$ cat config.mk
export PLATFORM = sky130hd
export DESIGN_NAME = extent_table_size_parser_top
export DESIGN_NICKNAME = d
export VERILOG_FILES = /design/src/rtl/core/tsp_pkg.sv /design/src/rtl/core/tsp_lane.sv /design/src/rtl/core/tsp_parse.sv /design/src/rtl/core/tsp_accum.sv /design/src/rtl/core/extent_table_size_parser_top.sv
export SDC_FILE = /design/constraint.sdc
export NUM_CORES = 2
export LEC_CHECK = 0
export BUFFER_PORTS_ARGS = -buffer_cell sky130_fd_sc_hd__buf_2
export CAP_MARGIN = 15
export CORE_MARGIN = 5
export CORE_UTILIZATION = 66
export CTS_CLUSTER_DIAMETER = 30
export DETAILED_ROUTE_END_ITERATION = 6
export PLACE_DENSITY = 0.81
export SETUP_SLACK_MARGIN = 0.2
export SLEW_MARGIN = 20
export SYNTH_ARGS = -nofsm -noshare
export SYNTH_HDL_FRONTEND = slang
export SYNTH_SLANG_ARGS = --single-unit
$ cat constraint.sdc
create_clock -name aclk -period 13.4 [get_ports aclk]
set_clock_uncertainty 0.15 [all_clocks]
set_input_delay 2.01 -clock aclk [delete_from_list [all_inputs] [get_ports aclk]]
set_output_delay 2.01 -clock aclk [all_outputs]
set_load 0.005 [all_outputs]
$ cat src/rtl/core/tsp_pkg.sv
// Shared types, constants and the byte-to-symbol table of the extent-table size parser.
package tsp_pkg;

    localparam int ENTRY_BITS  = 16;
    localparam int SECTOR_BASE = 512;

    typedef logic [ENTRY_BITS-1:0] entry_t;
    typedef logic [63:0]           val_t;
    typedef logic [3:0]            sym_t;
    typedef logic [1:0]            field_t;

    // Symbol codes of the alphabet "0123456789-,.; "
    localparam sym_t SYM_NINE  = 4'd9;
    localparam sym_t SYM_COMMA = 4'd11;
    localparam sym_t SYM_DOT   = 4'd12;
    localparam sym_t SYM_SEMI  = 4'd13;

    localparam field_t FIELD_SIZE   = 2'd0;
    localparam field_t FIELD_SECOND = 2'd1;
    localparam field_t FIELD_THIRD  = 2'd2;
    localparam field_t FIELD_LAST   = 2'd3;

    localparam int SYMS_PER_DIGIT = 15;
    localparam int PAIR_LIMIT     = SYMS_PER_DIGIT * SYMS_PER_DIGIT;

    typedef enum logic {
        CFG_SECTOR_SIZE_CODE = 1'b0,
        CFG_TARGET_ENTRY     = 1'b1
    } cfg_idx_t;

    // Per-symbol decode from one lane
    typedef struct packed {
        logic   is_term;
        logic   is_dot;
        logic   is_digit;
        sym_t   digit;
        field_t field_next;
    } lane_out_t;

    // Parse stage to addend stage
    typedef struct packed {
        logic       clr;
        logic       emit;
        logic       found;
        logic [1:0] sec_cnt;
        val_t       diff_a;
        val_t       diff_b;
    } add_req_t;

    // Upper symbol in [7:4], lower symbol in [3:0]
    typedef logic [7:0] pair_tab_t [256];

    function automatic pair_tab_t build_pair_tab();
        pair_tab_t t;
        for (int i = 0; i < 256; i++) begin
            if (i < PAIR_LIMIT) begin
                t[i] = {4'(i / SYMS_PER_DIGIT), 4'(i % SYMS_PER_DIGIT)};
            end else begin
                t[i] = 8'h00;
            end
        end
        return t;
    endfunction

    localparam pair_tab_t PAIR_TAB = build_pair_tab();

endpackage

$ cat src/rtl/core/tsp_lane.sv
// One symbol lane: classifies a symbol and advances the field number.
module tsp_lane (
    input  tsp_pkg::sym_t      sym,
    input  tsp_pkg::field_t    field,
    output tsp_pkg::lane_out_t lane
);

    logic is_semi;

    always_comb begin
        is_semi       = (sym == tsp_pkg::SYM_SEMI);
        lane.is_dot   = (sym == tsp_pkg::SYM_DOT);
        lane.is_term  = (sym == tsp_pkg::SYM_COMMA) || lane.is_dot;
        lane.is_digit = !lane.is_term && !is_semi;
        // non-digit symbols accumulate as zero
        lane.digit    = (sym <= tsp_pkg::SYM_NINE) ? sym : '0;
        if (lane.is_term) begin
            lane.field_next = tsp_pkg::FIELD_SIZE;
        end else if (is_semi && (field != tsp_pkg::FIELD_LAST)) begin
            lane.field_next = field + 2'd1;
        end else begin
            lane.field_next = field;
        end
    end

endmodule

$ cat src/rtl/core/tsp_parse.sv
// Parse stage: two symbol lanes per byte, merge of their effects, entry state registers.
module tsp_parse (
    input  logic              aclk,
    input  logic              aresetn,
    input  logic              s_valid,
    output logic              s_ready,
    input  logic [7:0]        s_table_byte,
    input  logic              s_first_byte,
    input  logic              s_last_byte,
    input  logic [15:0]       target_entry,
    output logic              req_valid,
    output tsp_pkg::add_req_t req,
    input  logic              req_take
);

    logic              finished_reg, finished_next;
    tsp_pkg::entry_t   entry_count_reg, entry_count_next;
    tsp_pkg::field_t   field_number_reg, field_number_next;
    tsp_pkg::val_t     second_value_reg, second_value_next;
    tsp_pkg::val_t     third_value_reg, third_value_next;
    logic              digit_seen_reg, digit_seen_next;
    logic              req_valid_reg, req_valid_next;
    tsp_pkg::add_req_t req_reg, req_next;

    logic              fin_e, ds_e, ds1;
    tsp_pkg::entry_t   ec_e, ec1, tgt;
    tsp_pkg::field_t   fn_e, fn1;
    tsp_pkg::val_t     sv_e, tv_e, sv_base, tv_base, sv1, tv1;
    logic [7:0]        pair;
    tsp_pkg::sym_t     sym_hi, sym_lo;
    tsp_pkg::lane_out_t l0, l1;
    logic              act, m0, m1, ec_inc, hi_in, hi_end, lo_in, lo_cnt;
    logic              h_sec, h_thd, l_sec, l_thd, hclr, lclr;
    logic              hi_sec, hi_diff, lo_sec, lo_diff, found, accept;

    // base*10^n plus up to two digits, shift-add only
    function automatic tsp_pkg::val_t field_update(
        input tsp_pkg::val_t base,
        input logic          use_hi,
        input logic          use_lo,
        input tsp_pkg::sym_t dh,
        input tsp_pkg::sym_t dl
    );
        tsp_pkg::val_t x10;
        tsp_pkg::val_t x100;
        logic [6:0]    two_digits;
        x10        = (base << 3) + (base << 1);
        x100       = (base << 6) + (base << 5) + (base << 2);
        two_digits = (7'(dh) << 3) + (7'(dh) << 1) + 7'(dl);
        if (use_hi && use_lo) begin
            return x100 + tsp_pkg::val_t'(two_digits);
        end else if (use_hi) begin
            return x10 + tsp_pkg::val_t'(dh);
        end else if (use_lo) begin
            return x10 + tsp_pkg::val_t'(dl);
        end
        return base;
    endfunction

    tsp_lane u_lane_hi (.sym(sym_hi), .field(fn_e), .lane(l0));
    tsp_lane u_lane_lo (.sym(sym_lo), .field(fn1),  .lane(l1));

    assign s_ready   = !req_valid_reg || req_take;
    assign accept    = s_valid && s_ready;
    assign req_valid = req_valid_reg;
    assign req       = req_reg;

    always_comb begin
        // first byte restarts from a clean state
        fin_e  = s_first_byte ? 1'b0 : finished_reg;
        ec_e   = s_first_byte ? '0 : entry_count_reg;
        fn_e   = s_first_byte ? tsp_pkg::FIELD_SIZE : field_number_reg;
        sv_e   = s_first_byte ? '0 : second_value_reg;
        tv_e   = s_first_byte ? '0 : third_value_reg;
        ds_e   = s_first_byte ? 1'b0 : digit_seen_reg;

        pair   = tsp_pkg::PAIR_TAB[s_table_byte];
        sym_hi = pair[7:4];
        sym_lo = pair[3:0];
        tgt    = tsp_pkg::entry_t'(target_entry);
        act    = !fin_e;

        // upper symbol
        m0     = (ec_e == tgt);
        hi_in  = act && m0;
        ec_inc = act && !m0 && (sym_hi == tsp_pkg::SYM_DOT);
        ec1    = ec_inc ? ec_e + tsp_pkg::entry_t'(1) : ec_e;
        m1     = m0 || (ec_inc && (ec1 == tgt));
        hi_end = hi_in && l0.is_dot;
        fn1    = hi_in ? l0.field_next : fn_e;
        ds1    = ds_e || (hi_in && l0.is_digit);

        // lower symbol, dropped when the upper one closed the entry
        lo_in  = act && !hi_end && m1;
        lo_cnt = act && !m1 && (sym_lo == tsp_pkg::SYM_DOT);

        h_sec  = hi_in && l0.is_digit && (fn_e == tsp_pkg::FIELD_SECOND);
        h_thd  = hi_in && l0.is_digit && (fn_e == tsp_pkg::FIELD_THIRD);
        l_sec  = lo_in && l1.is_digit && (fn1 == tsp_pkg::FIELD_SECOND);
        l_thd  = lo_in && l1.is_digit && (fn1 == tsp_pkg::FIELD_THIRD);
        hclr   = hi_in && l0.is_term;
        lclr   = lo_in && l1.is_term;

        sv_base = hclr ? '0 : sv_e;
        tv_base = hclr ? '0 : tv_e;
        sv1     = field_update(sv_base, h_sec, 1'b0, l0.digit, l1.digit);
        tv1     = field_update(tv_base, h_thd, 1'b0, l0.digit, l1.digit);

        hi_sec  = hclr && ds_e && (fn_e == tsp_pkg::FIELD_SIZE);
        hi_diff = hclr && ds_e && (fn_e == tsp_pkg::FIELD_THIRD);
        lo_sec  = lclr && ds1 && (fn1 == tsp_pkg::FIELD_SIZE);
        lo_diff = lclr && ds1 && (fn1 == tsp_pkg::FIELD_THIRD);
        found   = hi_end || (lo_in && l1.is_dot);

        req_next.clr     = s_first_byte;
        req_next.emit    = act && (found || s_last_byte);
        req_next.found   = found;
        req_next.sec_cnt = {1'b0, hi_sec} + {1'b0, lo_sec};
        if (hi_diff) begin
            req_next.diff_a = tv_e;
            req_next.diff_b = sv_e;
        end else if (lo_diff) begin
            req_next.diff_a = tv1;
            req_next.diff_b = sv1;
        end else begin
            req_next.diff_a = '0;
            req_next.diff_b = '0;
        end

        finished_next     = fin_e || req_next.emit;
        entry_count_next  = lo_cnt ? ec1 + tsp_pkg::entry_t'(1) : ec1;
        field_number_next = lo_in ? l1.field_next : fn1;
        digit_seen_next   = ds1 || (lo_in && l1.is_digit);
        second_value_next = lclr ? '0 : field_update(sv_base, h_sec, l_sec, l0.digit, l1.digit);
        third_value_next  = lclr ? '0 : field_update(tv_base, h_thd, l_thd, l0.digit, l1.digit);

        if (accept) begin
            req_valid_next = 1'b1;
        end else if (req_take) begin
            req_valid_next = 1'b0;
        end else begin
            req_valid_next = req_valid_reg;
        end
    end

    always_ff @(posedge aclk) begin
        if (!aresetn) begin
            finished_reg     <= 1'b0;
            entry_count_reg  <= '0;
            field_number_reg <= tsp_pkg::FIELD_SIZE;
            second_value_reg <= '0;
            third_value_reg  <= '0;
            digit_seen_reg   <= 1'b0;
            req_valid_reg    <= 1'b0;
        end else begin
            req_valid_reg <= req_valid_next;
            if (accept) begin
                finished_reg     <= finished_next;
                entry_count_reg  <= entry_count_next;
                field_number_reg <= field_number_next;
                second_value_reg <= second_value_next;
                third_value_reg  <= third_value_next;
                digit_seen_reg   <= digit_seen_next;
            end
        end
    end

    always_ff @(posedge aclk) begin
        if (accept) begin
            req_reg <= req_next;
        end
    end

endmodule

$ cat src/rtl/core/tsp_accum.sv
// Addend stage, size accumulator and output register.
module tsp_accum (
    input  logic              aclk,
    input  logic              aresetn,
    input  logic              req_valid,
    input  tsp_pkg::add_req_t req,
    output logic              req_take,
    input  logic [4:0]        sector_size_code,
    output logic              m_valid,
    input  logic              m_ready,
    output logic [63:0]       m_file_size,
    output logic              m_found
);

    logic          p2_valid_reg, p2_valid_next;
    logic          p2_clr_reg, p2_emit_reg, p2_found_reg;
    tsp_pkg::val_t p2_addend_reg, addend_next;
    tsp_pkg::val_t size_total_reg, size_total_next;
    logic          m_valid_reg, m_valid_next;
    tsp_pkg::val_t m_file_size_reg;
    logic          m_found_reg;
    tsp_pkg::val_t sector, sector_sum;
    logic          c_take, p2_free;

    assign c_take   = p2_valid_reg && (!p2_emit_reg || !m_valid_reg || m_ready);
    assign p2_free  = !p2_valid_reg || c_take;
    assign req_take = req_valid && p2_free;

    always_comb begin
        sector = tsp_pkg::val_t'(tsp_pkg::SECTOR_BASE) << sector_size_code;
        unique case (req.sec_cnt)
            2'd1:    sector_sum = sector;
            2'd2:    sector_sum = sector << 1;
            default: sector_sum = '0;
        endcase
        addend_next     = (req.diff_a - req.diff_b) + sector_sum;
        size_total_next = (p2_clr_reg ? '0 : size_total_reg) + p2_addend_reg;

        if (req_take) begin
            p2_valid_next = 1'b1;
        end else if (c_take) begin
            p2_valid_next = 1'b0;
        end else begin
            p2_valid_next = p2_valid_reg;
        end

        if (c_take && p2_emit_reg) begin
            m_valid_next = 1'b1;
        end else if (m_ready) begin
            m_valid_next = 1'b0;
        end else begin
            m_valid_next = m_valid_reg;
        end
    end

    always_ff @(posedge aclk) begin
        if (!aresetn) begin
            p2_valid_reg   <= 1'b0;
            m_valid_reg    <= 1'b0;
            size_total_reg <= '0;
        end else begin
            p2_valid_reg <= p2_valid_next;
            m_valid_reg  <= m_valid_next;
            if (c_take) begin
                size_total_reg <= size_total_next;
            end
        end
    end

    always_ff @(posedge aclk) begin
        if (req_take) begin
            p2_clr_reg    <= req.clr;
            p2_emit_reg   <= req.emit;
            p2_found_reg  <= req.found;
            p2_addend_reg <= addend_next;
        end
        if (c_take && p2_emit_reg) begin
            m_file_size_reg <= size_total_next;
            m_found_reg     <= p2_found_reg;
        end
    end

    assign m_valid     = m_valid_reg;
    assign m_file_size = m_file_size_reg;
    assign m_found     = m_found_reg;

endmodule

$ cat src/rtl/core/extent_table_size_parser_top.sv
// Top level of the extent-table size parser: config registers, parse lanes, accumulator.
// Throughput: one table word per cycle; a result waiting on m_ready holds the input back.
// Result path: the word ending the entry passes the parse, addend and output registers in
//   order; the accepting edge loads the first, and m_valid rises with the output register.
// Reset: aresetn is synchronous, active low; it clears all entry state, the running size,
//   the pipeline valids and both config registers. No clearing pass follows reset.
module extent_table_size_parser_top (
    input  logic        aclk,
    input  logic        aresetn,
    // config write port
    input  logic        cfg_we,
    input  logic        cfg_index,
    input  logic [15:0] cfg_wdata,
    // table word input
    input  logic        s_valid,
    output logic        s_ready,
    input  logic [7:0]  s_table_byte,
    input  logic        s_first_byte,
    input  logic        s_last_byte,
    // result output
    output logic        m_valid,
    input  logic        m_ready,
    output logic [63:0] m_file_size,
    output logic        m_found
);

    logic [4:0]        sector_size_code_reg;
    logic [15:0]       target_entry_reg;
    logic              req_valid, req_take;
    tsp_pkg::add_req_t req;

    // Hold the registers; the user must write them only while no word is in flight (not enforced here).
    always_ff @(posedge aclk) begin
        if (!aresetn) begin
            sector_size_code_reg <= '0;
            target_entry_reg     <= '0;
        end else if (cfg_we) begin
            unique case (tsp_pkg::cfg_idx_t'(cfg_index))
                tsp_pkg::CFG_SECTOR_SIZE_CODE: sector_size_code_reg <= cfg_wdata[4:0];
                tsp_pkg::CFG_TARGET_ENTRY:     target_entry_reg     <= cfg_wdata;
                default: ;
            endcase
        end
    end

    // Parse stage: both symbols of a word are decoded side by side, the merge
    // resolves entry skipping, field advance and digit accumulation in one step,
    // and hands the size contribution of the word downstream.
    tsp_parse u_parse (
        .aclk         (aclk),
        .aresetn      (aresetn),
        .s_valid      (s_valid),
        .s_ready      (s_ready),
        .s_table_byte (s_table_byte),
        .s_first_byte (s_first_byte),
        .s_last_byte  (s_last_byte),
        .target_entry (target_entry_reg),
        .req_valid    (req_valid),
        .req          (req),
        .req_take     (req_take)
    );

    // Addend and accumulate stages; a finished result waits in the output
    // register while new words keep flowing through the parse stage.
    tsp_accum u_accum (
        .aclk             (aclk),
        .aresetn          (aresetn),
        .req_valid        (req_valid),
        .req              (req),
        .req_take         (req_take),
        .sector_size_code (sector_size_code_reg),
        .m_valid          (m_valid),
        .m_ready          (m_ready),
        .m_file_size      (m_file_size),
        .m_found          (m_found)
    );

endmodule

==> reports/qor.txt <==
outcome - finished, violations left
violated checks - design-rule violations
Starting Density - 0.666
r2r startpoint - u_parse.entry_count_reg[8]
DR vias/cell - 7.07
Hold/Removal Path Class - flop to flop
final setup margin - 1820 ps
P_leak - 27.8 nW
setup TNS - 0 ps
Max clock buf depth - 3
Num CTS Buffers - 113
CP startpoint - s_table_byte[2]
gr ovfl total - 0
Area contributors post-synth - edfxtp_1 14%, ha_1 12%, dfxtp_1 8.0%
largest net degree at the start of global routing - 84
Power Total - 5.25 mW
post-route minimum period - 11580 ps
Routed Antenna Nets - 0
Post-CTS Hold Buffers - 0
Post-Layout Cell Count - 8623
Final Wtd Congestion - 1.08
final setup vio count - 0
Setup crit end kind - flop
first-pass GRT wire length - 336 mm
CTS tree - done
Power per Cell Area - 81.8 mW/mm2
final hold viol count - 0
initial drt markers - 9014
Post-synth ARST share - 0
Final nets - 8106
via count - 61000
Arr. time, crit path - 12030 ps
DIE AREA - 0.0954 mm2
Rows - 109
Worst VDD drop - 0.0978 mV
f_max - 86.4 MHz
Worst R2R Setup Slack - 3660 ps
dpl hpwl - 165 mm
Yosys warning count - 0
Post-Syn Area - 0.0589 mm2
EDFF count, synth - 265
Yosys top cell by area - edfxtp_1
GRT Resource Usage Total - 0.446
layout cells sized above 1 - 0.0724
max reg flops - 133
syn avg cell area - 7.97 um2
CTS clk-pin slew, worst paths - 50 ps
worst setup path category - input pin to flop
P&R area growth vs syn - 9.06%
Period Utilization, post-route - 0.864
Routed WL per cell - 25.7 um
crit path max fanout - 41
die height - 309 um
Placement Cell Area - 0.0602 mm2
DIE WIDTH - 309 um
H-tree levels - 3
Post-Syn Instances - 7396
Syn Nets - 8154
Post-synth top cells - 883 x nand2_1, 563 x ha_1, 557 x a21oi_1
Post-Route Utilization - 0.726
Synth Flop Type - edfxtp_1
dpl cells - 8398
R2R Path End - u_parse.second_value_reg[62]
# fillers - 6717
Critical Path Slowest Stage Cell - a2111oi_0
Least-Margin Pin Slew - 1120 ps
Worst Setup Start Kind - input pin
initial antenna violation count - 11
most frequent CP cell - ha_1
root buffer cell - clkbuf_16
first drt pass iteration count - 7
max_cap viols - 0
Critical Path Max Stage Delay - 1030 ps
Setup crit end - u_parse.third_value_reg[59]
WHS - 267 ps
post-cts resize count - 0
Routed WL - 222 mm
port bufs - 98
slew margin rel. - 0.236
clock latency on the worst-skew pair - 730 ps
CP required - 13860 ps
core area - 0.0885 mm2
most numerous cell in the Yosys netlist - nand2_1
postcts setup bufs - 0
final instance area - 0.0643 mm2
vias in the first global route - 57400
Clock Sinks - 501
# DRC - 21
Cell variety after synth - 115
top-area cell type share of the netlist area - 0.135
I/O Pins - 99
Slew Limit Fails - 0
cells on worst reg2reg path - 25
synthesized flop and latch total - 501
RSZ-0062 raised after global routing - no
Seq/Total Area, Yosys - 0.215
Setup WS pre-CTS - 1450 ps
## logic make-up (layout without fill, tap and decap cells)
group	after synthesis	after routing	share of synthesized area
simple gates	2731	2731	0.229
compound gates	2143	2143	0.237
fa+ha+maj	727	727	0.175
buf+inv	636	686	0.0427
xor+xnor	565	565	0.0840
flops	501	501	0.215
mux	93	93	0.0171
other cells	0	12	0
## critical path, delay by kind of cell
family,cells,cell delay [ps]
xor+xnor,2,520
compound gates,13,3440
buf+inv,7,1530
simple gates,7,1880
fa+ha+maj,7,2610
## placed cells by master (no fill, tap or decap), types with 20 or more instances in the layout
cell | netlist | final
a211o_1 | 20 | 20
a211oi_1 | 107 | 107
a21o_1 | 223 | 223
a21oi_1 | 557 | 557
a22o_1 | 48 | 48
a31oi_1 | 76 | 76
and2_1 | 200 | 197
and3_1 | 78 | 77
and4_1 | 26 | 26
buf_2 | 53 | 98
buf_4 | 4 | 88
clkbuf_16 | 0 | 114
dfxtp_1 | 236 | 236
edfxtp_1 | 265 | 265
fa_1 | 163 | 163
ha_1 | 563 | 563
inv_1 | 280 | 279
mux2_2 | 23 | 23
mux2i_1 | 66 | 66
nand2_1 | 883 | 878
nand2b_1 | 86 | 86
nand3_1 | 206 | 205
nand4_1 | 107 | 107
nor2_1 | 538 | 535
nor2b_1 | 144 | 143
nor3_1 | 170 | 170
nor3b_1 | 25 | 25
nor4_1 | 60 | 59
o211ai_1 | 76 | 76
o21a_1 | 56 | 56
o21ai_0 | 510 | 510
o21bai_1 | 79 | 79
o221ai_1 | 30 | 30
o31ai_1 | 40 | 39
or2_2 | 32 | 32
or3_1 | 52 | 52
xnor2_1 | 366 | 366
xor2_1 | 199 | 199
## metal layers
layer | vias to the layer above | global-route usage | share of wire
li1 | 26900 | - | -
met1 | 28300 | 0.581 | 0.38
met2 | 4663 | 0.659 | 0.41
met3 | 1041 | 0.141 | 0.14
met4 | 6 | 0.248 | 0.070
met5 | - | 0.00693 | 0.00065
## report_power, final
group | leakage [nW] | internal [mW] | total [mW] | switching [mW]
Combinational | 21.4 | 0.211 | 0.594 | 0.382
Clock | 1.95 | 1.92 | 2.93 | 1.01
Sequential | 4.49 | 1.69 | 1.73 | 0.0423
## how the worst min path moves through the flow
stage,start,end,slack (ps),cells past startpoint
final,u_parse.req[132],u_accum.p2_clr_reg,270,0
after global routing,u_parse.req[132],u_accum.p2_clr_reg,280,0
after CTS,u_parse.req[132],u_accum.p2_clr_reg,260,0
after detailed placement,u_parse.req[131],u_accum.p2_emit_reg,260,0
after global placement,u_accum.p2_found_reg,u_accum.m_found,250,0
after floorplan,u_accum.p2_found_reg,u_accum.m_found,250,0
## area by class of cell
class | instances | area [um2] | share of cell area
timing repair buffer | 187 | 1170 | 0.0182
antenna | 12 | 30.0 | 0.000467
multi-input combinational | 6259 | 43800 | 0.682
clock inverter | 78 | 1010 | 0.0157
clock buffer | 135 | 3020 | 0.0470
sequential | 501 | 12700 | 0.197
inverter | 286 | 1080 | 0.0168
tap | 1165 | 1460 | 0.0227
(Power assumes the default switching activity.)
